File: src/sv/dur2sec_pkg.sv
// shared types, character codes and constants for the duration string parser
package dur2sec_pkg;

  // one input beat: a character and the end-of-string mark
  typedef struct packed {
    logic [7:0] ch;
    logic       last;
  } in_beat_t;

  // one result beat
  typedef struct packed {
    logic signed [63:0] seconds;
    logic [1:0]         status;
  } out_beat_t;

  // sequencer states
  typedef enum logic [2:0] {
    S_IDLE,
    S_MUL_LO,
    S_MUL_HI,
    S_ADD,
    S_DIV,
    S_ACC
  } state_t;

  // status codes
  localparam logic [1:0] ST_OK        = 2'd0;
  localparam logic [1:0] ST_BAD_START = 2'd1;
  localparam logic [1:0] ST_NO_NUMBER = 2'd2;
  localparam logic [1:0] ST_OVERFLOW  = 2'd3;

  // ascii codes
  localparam logic [7:0] CH_P     = 8'h50;
  localparam logic [7:0] CH_MINUS = 8'h2D;
  localparam logic [7:0] CH_DOT   = 8'h2E;
  localparam logic [7:0] CH_ZERO  = 8'h30;
  localparam logic [7:0] CH_NINE  = 8'h39;
  localparam logic [7:0] CH_T     = 8'h54;
  localparam logic [7:0] CH_Y     = 8'h59;
  localparam logic [7:0] CH_M     = 8'h4D;
  localparam logic [7:0] CH_D     = 8'h44;
  localparam logic [7:0] CH_H     = 8'h48;
  localparam logic [7:0] CH_S     = 8'h53;

  // unit factors in seconds
  localparam int unsigned FACT_W = 25;
  localparam logic [FACT_W-1:0] FACT_YEAR   = 25'd31540000;
  localparam logic [FACT_W-1:0] FACT_MONTH  = 25'd2628000;
  localparam logic [FACT_W-1:0] FACT_DAY    = 25'd86400;
  localparam logic [FACT_W-1:0] FACT_HOUR   = 25'd3600;
  localparam logic [FACT_W-1:0] FACT_MINUTE = 25'd60;
  localparam logic [FACT_W-1:0] FACT_SECOND = 25'd1;

  // fraction digits kept after the point, at most six
  localparam int unsigned MAX_FRAC_DIGITS = 6;
  localparam int unsigned FC_W = 4;

  // largest power of ten used as divisor fits in this many bits
  localparam int unsigned P_W = 30;

  // largest magnitude of the result
  localparam logic [62:0] MAG_MAX = {63{1'b1}};

  // divisor for a given count of fraction digits
  function automatic logic [P_W-1:0] pow_ten(input logic [FC_W-1:0] fc);
    logic [P_W-1:0] p;
    case (fc)
      4'd0:    p = 30'd1;
      4'd1:    p = 30'd10;
      4'd2:    p = 30'd100;
      4'd3:    p = 30'd1000;
      4'd4:    p = 30'd10000;
      4'd5:    p = 30'd100000;
      4'd6:    p = 30'd1000000;
      4'd7:    p = 30'd10000000;
      4'd8:    p = 30'd100000000;
      default: p = 30'd1000000000;
    endcase
    return p;
  endfunction

endpackage

File: src/sv/duration_string_to_seconds_top.sv
// duration string parser: characters in, signed fixed point seconds out
//
//  channel | ports                          | beat
//  --------+--------------------------------+-------------------------------
//  input   | in_valid  in_stall  in_data    | one character, last mark
//  output  | out_valid out_stall out_data   | seconds (q.FRAC_BITS), status
//
// digits, points, 'T' and ignored characters are taken in the idle state
// a unit letter with a number runs the sequencer through two multiply
// steps, an add, the bit-serial restoring divider by 10^k and an accumulate
// the two multiply steps share one 25 by (MANTISSA_BITS+1)/2 multiplier
// reset clears the parser state; the output register holds its beat while
// out_stall is high; the input stalls while busy and until it can take a result
module duration_string_to_seconds_top #(
  parameter int unsigned FRAC_BITS     = 16,
  parameter int unsigned MANTISSA_BITS = 40
) (
  input  logic                   clk,
  input  logic                   rst_n,
  input  logic                   in_valid,
  output logic                   in_stall,
  input  dur2sec_pkg::in_beat_t  in_data,
  output logic                   out_valid,
  input  logic                   out_stall,
  output dur2sec_pkg::out_beat_t out_data
);

  localparam int unsigned MB     = MANTISSA_BITS;
  localparam int unsigned HALF   = (MB + 1) / 2;
  localparam int unsigned FW     = dur2sec_pkg::FACT_W;
  localparam int unsigned PP_W   = HALF + FW;
  localparam int unsigned PROD_W = MB + FW;
  localparam int unsigned DW     = PROD_W + FRAC_BITS;
  localparam int unsigned CNT_W  = $clog2(DW);
  localparam int unsigned PW     = dur2sec_pkg::P_W;
  localparam int unsigned FCW    = dur2sec_pkg::FC_W;

  dur2sec_pkg::state_t state_r, state_nxt;

  // parser state
  logic             start_r, start_nxt;
  logic             neg_r, neg_nxt;
  logic             time_r, time_nxt;
  logic [MB-1:0]    mant_r, mant_nxt;
  logic [FCW-1:0]   fc_r, fc_nxt;
  logic [1:0]       pt_r, pt_nxt;
  logic             hd_r, hd_nxt;
  logic [62:0]      total_r, total_nxt;
  logic [1:0]       err_r, err_nxt;

  // unit datapath
  logic [FW-1:0]    fact_r, fact_nxt;
  logic             last_r, last_nxt;
  logic [PP_W-1:0]  pp_r, pp_nxt;
  logic [PROD_W-1:0] acc_r, acc_nxt;
  logic [DW-1:0]    div_r, div_nxt;
  logic [PW-1:0]    rem_r, rem_nxt;
  logic [63:0]      q_r, q_nxt;
  logic             qovf_r, qovf_nxt;
  logic [CNT_W-1:0] cnt_r, cnt_nxt;

  // output register
  logic                   out_valid_r, out_valid_nxt;
  dur2sec_pkg::out_beat_t out_data_r, out_data_nxt;

  // character decode results
  logic             start_t, neg_t, time_t, hd_t, go_unit;
  logic [MB-1:0]    mant_t;
  logic [FCW-1:0]   fc_t;
  logic [1:0]       pt_t, err_t;
  logic [FW-1:0]    fact_sel;
  logic             is_unit;
  logic [MB+3:0]    ten_sum;
  logic             in_acc;

  // divider and accumulate terms
  logic [PW-1:0]    p_cur;
  logic [PW:0]      trial;
  logic             trial_ge;
  logic [62:0]      term_val;
  logic [63:0]      sum_tot;
  logic             acc_sat;

  function automatic dur2sec_pkg::out_beat_t make_result(input logic [1:0] err,
                                                         input logic neg,
                                                         input logic [62:0] tot);
    dur2sec_pkg::out_beat_t r;
    r.status = err;
    if (err == dur2sec_pkg::ST_BAD_START || err == dur2sec_pkg::ST_NO_NUMBER) begin
      r.seconds = '0;
    end else if (err == dur2sec_pkg::ST_OVERFLOW) begin
      r.seconds = neg ? {1'b1, 63'd0} : {1'b0, dur2sec_pkg::MAG_MAX};
    end else begin
      r.seconds = neg ? -$signed({1'b0, tot}) : $signed({1'b0, tot});
    end
    return r;
  endfunction

  // handshake
  assign in_stall  = (state_r != dur2sec_pkg::S_IDLE) || (out_valid_r && out_stall);
  assign in_acc    = in_valid && !in_stall;
  assign out_valid = out_valid_r;
  assign out_data  = out_data_r;

  // mantissa times ten plus the new digit
  assign ten_sum = {1'b0, mant_r, 3'b000} + {3'b000, mant_r, 1'b0}
                 + {{MB{1'b0}}, in_data.ch[3:0]};

  // decode of one character against the current parser state
  always_comb begin
    start_t  = start_r;
    neg_t    = neg_r;
    time_t   = time_r;
    mant_t   = mant_r;
    fc_t     = fc_r;
    pt_t     = pt_r;
    hd_t     = hd_r;
    err_t    = err_r;
    go_unit  = 1'b0;
    is_unit  = 1'b0;
    fact_sel = dur2sec_pkg::FACT_SECOND;
    if (start_r) begin
      start_t = 1'b0;
      if (in_data.ch == dur2sec_pkg::CH_MINUS) begin
        neg_t = 1'b1;
      end else if (in_data.ch != dur2sec_pkg::CH_P) begin
        err_t = dur2sec_pkg::ST_BAD_START;
      end
    end else if (err_r == dur2sec_pkg::ST_BAD_START || err_r == dur2sec_pkg::ST_NO_NUMBER) begin
      // rest of the string is ignored
    end else if (in_data.ch >= dur2sec_pkg::CH_ZERO && in_data.ch <= dur2sec_pkg::CH_NINE) begin
      if (pt_r == 2'd2) begin
        // digits after a second point are dropped
      end else if (pt_r == 2'd1 && fc_r >= FCW'(dur2sec_pkg::MAX_FRAC_DIGITS)) begin
        // fraction digits beyond the limit are dropped
      end else begin
        if (|ten_sum[MB+3:MB]) begin
          mant_t = '1;
          err_t  = dur2sec_pkg::ST_OVERFLOW;
        end else begin
          mant_t = ten_sum[MB-1:0];
        end
        hd_t = 1'b1;
        if (pt_r == 2'd1) begin
          fc_t = fc_r + FCW'(1);
        end
      end
    end else begin
      case (in_data.ch)
        dur2sec_pkg::CH_DOT: begin
          if (pt_r != 2'd2) begin
            pt_t = pt_r + 2'd1;
          end
        end
        dur2sec_pkg::CH_T: time_t = 1'b1;
        dur2sec_pkg::CH_Y: begin
          is_unit  = 1'b1;
          fact_sel = dur2sec_pkg::FACT_YEAR;
        end
        dur2sec_pkg::CH_M: begin
          is_unit  = 1'b1;
          fact_sel = time_r ? dur2sec_pkg::FACT_MINUTE : dur2sec_pkg::FACT_MONTH;
        end
        dur2sec_pkg::CH_D: begin
          is_unit  = 1'b1;
          fact_sel = dur2sec_pkg::FACT_DAY;
        end
        dur2sec_pkg::CH_H: begin
          is_unit  = 1'b1;
          fact_sel = dur2sec_pkg::FACT_HOUR;
        end
        dur2sec_pkg::CH_S: begin
          is_unit  = 1'b1;
          fact_sel = dur2sec_pkg::FACT_SECOND;
        end
        default: ;
      endcase
      if (is_unit) begin
        if (hd_r) begin
          go_unit = 1'b1;
        end else begin
          err_t = dur2sec_pkg::ST_NO_NUMBER;
        end
      end
    end
  end

  // divider step and final accumulate terms
  assign p_cur    = dur2sec_pkg::pow_ten(fc_r);
  assign trial    = {rem_r, div_r[DW-1]};
  assign trial_ge = trial >= {1'b0, p_cur};
  assign term_val = (qovf_r || q_r[63]) ? dur2sec_pkg::MAG_MAX : q_r[62:0];
  assign sum_tot  = {1'b0, total_r} + {1'b0, term_val};
  assign acc_sat  = qovf_r || q_r[63] || sum_tot[63];

  // next state
  always_comb begin
    state_nxt = state_r;
    unique case (state_r)
      dur2sec_pkg::S_IDLE: begin
        if (in_acc && go_unit) begin
          state_nxt = dur2sec_pkg::S_MUL_LO;
        end
      end
      dur2sec_pkg::S_MUL_LO: state_nxt = dur2sec_pkg::S_MUL_HI;
      dur2sec_pkg::S_MUL_HI: state_nxt = dur2sec_pkg::S_ADD;
      dur2sec_pkg::S_ADD:    state_nxt = dur2sec_pkg::S_DIV;
      dur2sec_pkg::S_DIV: begin
        if (cnt_r == '0) begin
          state_nxt = dur2sec_pkg::S_ACC;
        end
      end
      dur2sec_pkg::S_ACC:    state_nxt = dur2sec_pkg::S_IDLE;
      default:               state_nxt = dur2sec_pkg::S_IDLE;
    endcase
  end

  // datapath and output register updates
  always_comb begin
    start_nxt     = start_r;
    neg_nxt       = neg_r;
    time_nxt      = time_r;
    mant_nxt      = mant_r;
    fc_nxt        = fc_r;
    pt_nxt        = pt_r;
    hd_nxt        = hd_r;
    total_nxt     = total_r;
    err_nxt       = err_r;
    fact_nxt      = fact_r;
    last_nxt      = last_r;
    pp_nxt        = pp_r;
    acc_nxt       = acc_r;
    div_nxt       = div_r;
    rem_nxt       = rem_r;
    q_nxt         = q_r;
    qovf_nxt      = qovf_r;
    cnt_nxt       = cnt_r;
    out_valid_nxt = out_valid_r && out_stall;
    out_data_nxt  = out_data_r;
    unique case (state_r)
      dur2sec_pkg::S_IDLE: begin
        if (in_acc) begin
          fact_nxt = fact_sel;
          last_nxt = in_data.last;
          if (in_data.last && !go_unit) begin
            // end of string: give the result and start over
            out_valid_nxt = 1'b1;
            out_data_nxt  = make_result(err_t, neg_t, total_r);
            start_nxt     = 1'b1;
            neg_nxt       = 1'b0;
            time_nxt      = 1'b0;
            mant_nxt      = '0;
            fc_nxt        = '0;
            pt_nxt        = '0;
            hd_nxt        = 1'b0;
            total_nxt     = '0;
            err_nxt       = dur2sec_pkg::ST_OK;
          end else begin
            start_nxt = start_t;
            neg_nxt   = neg_t;
            time_nxt  = time_t;
            mant_nxt  = mant_t;
            fc_nxt    = fc_t;
            pt_nxt    = pt_t;
            hd_nxt    = hd_t;
            err_nxt   = err_t;
          end
        end
      end
      dur2sec_pkg::S_MUL_LO: begin
        pp_nxt = PP_W'(mant_r[HALF-1:0]) * PP_W'(fact_r);
      end
      dur2sec_pkg::S_MUL_HI: begin
        acc_nxt = PROD_W'(pp_r);
        pp_nxt  = PP_W'(mant_r[MB-1:HALF]) * PP_W'(fact_r);
      end
      dur2sec_pkg::S_ADD: begin
        div_nxt  = {acc_r + (PROD_W'(pp_r) << HALF), {FRAC_BITS{1'b0}}};
        rem_nxt  = '0;
        q_nxt    = '0;
        qovf_nxt = 1'b0;
        cnt_nxt  = CNT_W'(DW - 1);
      end
      dur2sec_pkg::S_DIV: begin
        // one quotient bit per cycle
        rem_nxt  = trial_ge ? PW'(trial - {1'b0, p_cur}) : trial[PW-1:0];
        div_nxt  = div_r << 1;
        q_nxt    = {q_r[62:0], trial_ge};
        qovf_nxt = qovf_r || q_r[63];
        cnt_nxt  = cnt_r - CNT_W'(1);
      end
      dur2sec_pkg::S_ACC: begin
        total_nxt = acc_sat ? dur2sec_pkg::MAG_MAX : sum_tot[62:0];
        err_nxt   = acc_sat ? dur2sec_pkg::ST_OVERFLOW : err_r;
        mant_nxt  = '0;
        fc_nxt    = '0;
        pt_nxt    = '0;
        hd_nxt    = 1'b0;
        if (last_r) begin
          out_valid_nxt = 1'b1;
          out_data_nxt  = make_result(acc_sat ? dur2sec_pkg::ST_OVERFLOW : err_r, neg_r,
                                      sum_tot[62:0]);
          start_nxt     = 1'b1;
          neg_nxt       = 1'b0;
          time_nxt      = 1'b0;
          total_nxt     = '0;
          err_nxt       = dur2sec_pkg::ST_OK;
        end
      end
      default: ;
    endcase
  end

  // control and parser state registers
  always_ff @(posedge clk) begin
    if (!rst_n) begin
      state_r     <= dur2sec_pkg::S_IDLE;
      start_r     <= 1'b1;
      neg_r       <= 1'b0;
      time_r      <= 1'b0;
      mant_r      <= '0;
      fc_r        <= '0;
      pt_r        <= '0;
      hd_r        <= 1'b0;
      total_r     <= '0;
      err_r       <= dur2sec_pkg::ST_OK;
      last_r      <= 1'b0;
      cnt_r       <= '0;
      out_valid_r <= 1'b0;
    end else begin
      state_r     <= state_nxt;
      start_r     <= start_nxt;
      neg_r       <= neg_nxt;
      time_r      <= time_nxt;
      mant_r      <= mant_nxt;
      fc_r        <= fc_nxt;
      pt_r        <= pt_nxt;
      hd_r        <= hd_nxt;
      total_r     <= total_nxt;
      err_r       <= err_nxt;
      last_r      <= last_nxt;
      cnt_r       <= cnt_nxt;
      out_valid_r <= out_valid_nxt;
    end
  end

  // datapath registers
  always_ff @(posedge clk) begin
    fact_r     <= fact_nxt;
    pp_r       <= pp_nxt;
    acc_r      <= acc_nxt;
    div_r      <= div_nxt;
    rem_r      <= rem_nxt;
    q_r        <= q_nxt;
    qovf_r     <= qovf_nxt;
    out_data_r <= out_data_nxt;
  end

  // remainder stays below the divisor
  a_rem_bound: assert property (@(posedge clk) disable iff (!rst_n)
    state_r == dur2sec_pkg::S_DIV |-> rem_r < p_cur)
    else $error("divider remainder not below divisor");

  // a unit letter with a number starts the multiply
  a_unit_start: assert property (@(posedge clk) disable iff (!rst_n)
    (state_r == dur2sec_pkg::S_IDLE && in_acc && go_unit) |=> state_r == dur2sec_pkg::S_MUL_LO)
    else $error("unit letter did not start the sequencer");

  // the sequencer only runs on a pending number
  a_busy_digits: assert property (@(posedge clk) disable iff (!rst_n)
    state_r != dur2sec_pkg::S_IDLE |-> hd_r)
    else $error("sequencer busy without a pending number");

  // the output register is free when a last unit finishes
  a_out_free: assert property (@(posedge clk) disable iff (!rst_n)
    (state_r == dur2sec_pkg::S_ACC && last_r) |-> !out_valid_r)
    else $error("result would overwrite a pending beat");

endmodule
File: config.mk
export PLATFORM = sky130hd
export DESIGN_NAME = duration_string_to_seconds_top
export DESIGN_NICKNAME = d
export VERILOG_FILES = /design/src/sv/dur2sec_pkg.sv /design/src/sv/duration_string_to_seconds_top.sv
export SDC_FILE = /design/constraint.sdc
export NUM_CORES = 2
export LEC_CHECK = 0
export ABC_AREA = 1
export BUFFER_PORTS_ARGS = -buffer_cell sky130_fd_sc_hd__buf_2
export CORE_MARGIN = 5
export CORE_UTILIZATION = 50
export DETAILED_ROUTE_END_ITERATION = 10
export GPL_TIMING_DRIVEN = 0
export PLACE_DENSITY = 0.66
export REMOVE_ABC_BUFFERS = 1
export SLEW_MARGIN = 20
export SYNTH_ARGS = -nofsm -noshare
export SYNTH_HDL_FRONTEND = slang
export SYNTH_SLANG_ARGS = --single-unit
File: constraint.sdc
create_clock -name clk -period 10.1 [get_ports clk]
set_input_delay 1.01 -clock clk [delete_from_list [all_inputs] [get_ports clk]]
set_output_delay 1.01 -clock clk [all_outputs]
set_load 0.03 [all_outputs]
* Word level (Yosys, flattened, before mapping)
Memory sizes are Yosys's and may differ from the RTL's. A register that Yosys moved wholly into a read port is not among the register bits.
Cells that the tools add are included.
** Cells by class
- Add/sub/neg operators :: 10
- $mul :: 2
- $lt $le $gt $ge :: 4
- Equal/unequal tests :: 40
- Muxes and demuxes :: 111
- Reduce and logical (&&, ||, !) cells :: 33
** Operator list (count)
- 64-bit 2-to-1 mux :: 8
- 40-bit 2-to-1 mux :: 8
- 63-bit 2-to-1 mux :: 5
- 66-bit 2-to-1 mux :: 3
- 81-bit case mux with 2 select lines :: 1
- 66-bit case mux with 2 select lines :: 1
- 63-bit negator with 64-bit output :: 2
- 64-bit case mux with 2 select lines :: 1
- 63-bit case mux with 2 select lines :: 1
- 25-bit case mux with 4 select lines :: 1
- 20-bit by 25-bit multiplier with 45-bit output :: 2
- 45-bit case mux with 2 select lines :: 1
- 40-bit case mux with 2 select lines :: 1
- 45-bit by 65-bit adder with 65-bit output :: 1
- 63-bit by 63-bit adder with 64-bit output :: 1
- 30-bit case mux with 2 select lines :: 1
- 8-bit by 7-bit equality test with 1-bit output (second input constant) :: 6
- 43-bit by 41-bit adder with 44-bit output :: 1
- 44-bit by 4-bit adder with 44-bit output :: 1
- 2-bit 2-to-1 mux :: 21
- 4-bit 2-to-1 mux :: 10
- 1-bit 2-to-1 mux :: 33
- 31-bit by 30-bit greater-or-equal comparator with 1-bit output :: 1
- 30-bit 2-to-1 mux :: 1
- other kinds (39) :: 88
** Word-level totals
- Flip-flop bits (word level) :: 484
- Memory bits (read-only) :: 480
- Bits of input ports :: 13
- Output and inout port bits :: 68
- Logic and storage cells :: 223
- Memories :: 1
** Memories
- (name not given) :: words 16, width 30, rd ports 1, clocked after Yosys merged registers in 1, write ports 0, RTL line dur2sec_pkg.sv:67 : case (fc)

* Depth between registers and ports, before layout
- Word-level depth :: 17
- Gate-level depth with buffers :: 33

* Least setup slack after synthesis
No wires, ideal clock.
- Kind :: reg-to-reg
- Start :: register mant_r[3]
- End :: register pp_r[37], data pin
- Data arrival time :: 6.378 ns
- Setup slack :: 3.463 ns
- Stages on the path, launching flop included :: 32
- Path buffers :: 1
- Cell sequence :: dfxtp_1 -> clkbuf_1 -> nand2_1 -> inv_1 -> fa_1 -> fa_1 -> inv_1 -> fa_1 -> inv_1 -> fa_1 -> inv_1 -> fa_1 -> inv_1 -> fa_1 -> inv_1 -> fa_1 -> inv_1 -> ha_1 -> a21oi_1 -> inv_1 -> nor2_1 -> nand2_1 -> nand2_1 -> o211ai_1 -> a21oi_1 -> inv_1 -> a21oi_1 -> inv_1 -> a21oi_1 -> o21bai_1 -> o21ai_0 -> nand2_1
** Between the ends
- Longest elaborated chain between the ends :: 2
** RTL lines
- start, declared :: RTL line duration_string_to_seconds_top.sv:44 : logic [MB-1:0] mant_r, mant_nxt;
- start signal, assigned :: RTL line duration_string_to_seconds_top.sv:335 : mant_r <= mant_nxt;
- 20-bit by 25-bit multiplier with 45-bit output :: RTL line duration_string_to_seconds_top.sv:271 : pp_nxt = PP_W'(mant_r[HALF-1:0]) * PP_W'(fact_r);
- 45-bit case mux with 2 select lines :: RTL line duration_string_to_seconds_top.sv:240 : unique case (state_r)
- via pp_nxt[37] :: RTL line duration_string_to_seconds_top.sv:54 : logic [PP_W-1:0] pp_r, pp_nxt;
- end signal, assigned :: RTL line duration_string_to_seconds_top.sv:350 : pp_r <= pp_nxt;
- end, declared :: RTL line duration_string_to_seconds_top.sv:54
The timed path passes the listed nets, and every way through them passes these cells.
A chain may end at the register's enable or synchronous reset.

* Worst setup path in the final report
- Start :: register fact_r[9]
- End :: register pp_r[37], data pin
** Between the ends
- Longest elaborated chain between the ends :: 2
- Elaborated cells on any way between the ends :: 3
** RTL lines
- start, declared :: RTL line duration_string_to_seconds_top.sv:52 : logic [FW-1:0] fact_r, fact_nxt;
- start signal, assigned :: RTL line duration_string_to_seconds_top.sv:349 : fact_r <= fact_nxt;
- 20-bit by 25-bit multiplier with 45-bit output (on tied branches) :: RTL line duration_string_to_seconds_top.sv:275, duration_string_to_seconds_top.sv:271
- 45-bit case mux with 2 select lines * :: RTL line duration_string_to_seconds_top.sv:240
- via pp_nxt[37] :: RTL line duration_string_to_seconds_top.sv:54
The timed path passes the listed nets; every way through them passes the cells marked *.

==> results.cfg <==
[run_status]
status = completed

[synth]
synth_ff_type = edfxtp_1
synth_top_area_share_pct = 17.5
synthTopCellsByCount = nand2_1, inv_1, ha_1
synth.ff_latch_count = 479
yosysMostFrequentCell = nand2_1
synth.area.mux_share_pct = 0
yosys.area.top_type = fa_1
synth_seq_area_share_pct = 20.5
syn-cell-area_mm2 = 0.0627
synth_area_leaders = fa_1, edfxtp_1, ha_1
yosysWarnings = 0
async_reset_ff_share_pct = 0
avgSynthCellArea_um2 = 7.28
synthAdderAreaFrac_pct = 31.7
synthCells = 8619
synth_compound_area_share_pct = 10.7
synth.distinct_cells = 71
synth-edff-count = 329
synth-xor-area-share_pct = 1.75
synth_top_family_by_area = adder cells
yosys.area_share.simple_pct = 22.4

[critical_path]
cp.required_ps = 10460
critical_path_peak_fanout = 13
cpPeakStageDelay_ps = 800
crit_top_cell = inv_1
start_kind = flop
arrival_ps = 8940
cp.buffers_inverters = 11
crit_family = adder cells
worstSetupEndpointType = flop
setup.worst_path.class = flop to flop
slowest_stage = edfxtp_1

[floorplanning]
die_x_um = 364
initial_core_util_pct = 50.2
io_pins = 81
design.core.area_mm2 = 0.125
rows = 130
dieArea_mm2 = 0.133
die_y_um = 364

[clock_tree]
clock_path_buffers = 3
htree_levels = 2
holdBufCountCts = 0
root_buffer = clkbuf_16
post_cts_buffers = 0
cts_buffers = 58
path_clk_slew_ps = 60
clk_latency_ps = 710
cts_tree = done
cts_resized = 0
clock-sinks = 479

[layout]
synthToLayoutAreaGrowth_pct = 7.54
fillCellCount = 12217
multi_input_area_mm2 = 0.0419
nets = 9855
layout-drive-gt1-share_pct = 5.41
seqCellArea_mm2 = 0.0129

[timing]
finalCritPeriodShare_pct = 85.0
tightest_slew_ps = 1170
slew_headroom_pct = 21.7
drv_slew = 0
rsz0062_at_grt = no
fin_crit_ps = 8590
fin_setup_tns_ps = 0
finalClockSkew_ps = 73.3
fin_ws_ps = 1510
fin_hold_ws_ps = 466
setup_viol = 0
hold_violations = 0
clock.fmax_ghz = 0.116

[power]
power.leakage_nw = 38.2
p_switching_mw = 1.75
power_mw = 5.57
pwr-share-comb_pct = 18.6
power_density_mw_per_mm2 = 82.5
p_sw_share_pct = 31.5
ir_drop_v = 0.000145
p_seq_share_pct = 42.0
pwr-share-clk_pct = 39.3
p_int_mw = 3.82

[route]
drc_errors = 0
drtIter0Drc = 3589
first_pass_iters = 7
ant_nets = 0
viasPerCell = 5.26
wire_per_inst_um = 17.0
via_count = 54120
finalWirelength_mm = 175

[place]
port_buffers = 80
dp_slack_ps = 1570
gp_congestion = 0.973
place_hpwl_mm = 143

[grt]
grt_max_degree = 111
grt_use_total_pct = 26.4
first_global_vias = 53493
grt_pass1_wl_mm = 281
grt-ovfl-total = 0
grt_antenna_before_repair = 2

[worst_hold_path]
holdCritPathClass = flop to flop

[job]
drv_cap = 0
routing by layer:
metal,wire length (um),vias up,global-route usage (%)
met5,0,-,0
met2,82800,1380,45.5
met4,7560,0,10.1
met3,8480,314,2.21
li1,-,26911,-
met1,76100,25515,34.6
logic make-up after synthesis:
| logic type | count (synthesis) |
|---|---|
| compound gates | 1236 |
| xor+xnor | 124 |
| fa+ha+maj | 1259 |
| buf+inv | 2145 |
| flops | 479 |
| simple gates | 3376 |
placed cells by master (no fill, tap or decap), drive strengths merged, types with 17 or more instances in the layout:
| cell type | count |
|---|---|
| nor2 | 607 |
| ha | 712 |
| nor4 | 24 |
| dfxtp | 150 |
| o21bai | 26 |
| fa | 547 |
| or2 | 28 |
| inv | 1918 |
| xnor2 | 53 |
| edfxtp | 329 |
| nand4 | 41 |
| xor2 | 71 |
| buf | 135 |
| clkbuf | 71 |
| nand3 | 294 |
| nor3 | 109 |
| o211ai | 17 |
| clkinv | 26 |
| o21a | 22 |
| o21ai | 477 |
| nand2 | 2245 |
| a21oi | 551 |
| o31ai | 17 |
| a31oi | 57 |
worst reg2reg max path, delay by kind of cell (launching register included):
kind / cells / cell delay, ps
adder cells (fa/ha/maj): 8 / 3930
flip-flops: 1 / 800
AO/OA/AOI/OAI: 7 / 2050
buffers and inverters: 11 / 930
AND/OR/NAND/NOR: 5 / 530
sequential cells by signal, summed over array words and instances, names as in the netlist, 2 cells and up:
register	flops
pt_r	2
acc_r	45
pp_r	45
state_r	3
cnt_r	7
mant_r	40
q_r	64
fc_r	4
p_cur	23
err_r	2
out_data	66
fact_r	13
rem_r	30
total_r	63
div_r	65
final timing paths:
kind                                 end  slack [ps]      start  cells after the start
worst max-delay path            pp_r[37]        1510  fact_r[9]                     31
worst min-delay path            cnt_r[5]         470   cnt_r[5]                      1
worst max register to register  pp_r[37]        1510  fact_r[9]                     31
worst min register to register  cnt_r[5]         470   cnt_r[5]                      1
cell type report:
class	count	area share [%]
multi-input combinational	5995	62.0
sequential	479	19.1
inverter	1914	10.7
tap	1650	3.06
clock buffer	71	2.33
timing repair buffer	135	2.15
clock inverter	39	0.632
antenna	3	0.0111
power groups by stage:
stage / clock (mW) / sequential [mW] / combinational [mW]
after global routing: 2.32 / 2.35 / 1.14
after CTS: 2.24 / 2.34 / 1.03
after detailed placement: 0 / 2.38 / 1.03
final: 2.19 / 2.34 / 1.04
after global placement: 0 / 2.47 / 0.864
after floorplan: 0 / 2.41 / 0.590
per-stage QoR:
step	std cells	utilization, %	instance area [um2]
final	10286	53.9	67500
after global placement	10118	51.4	64300
after CTS	10283	53.9	67500
after global routing	10284	53.9	67500
after floorplan	8388	-	61800
after detailed placement	10173	52.3	65500
(Power assumes the default switching activity.)
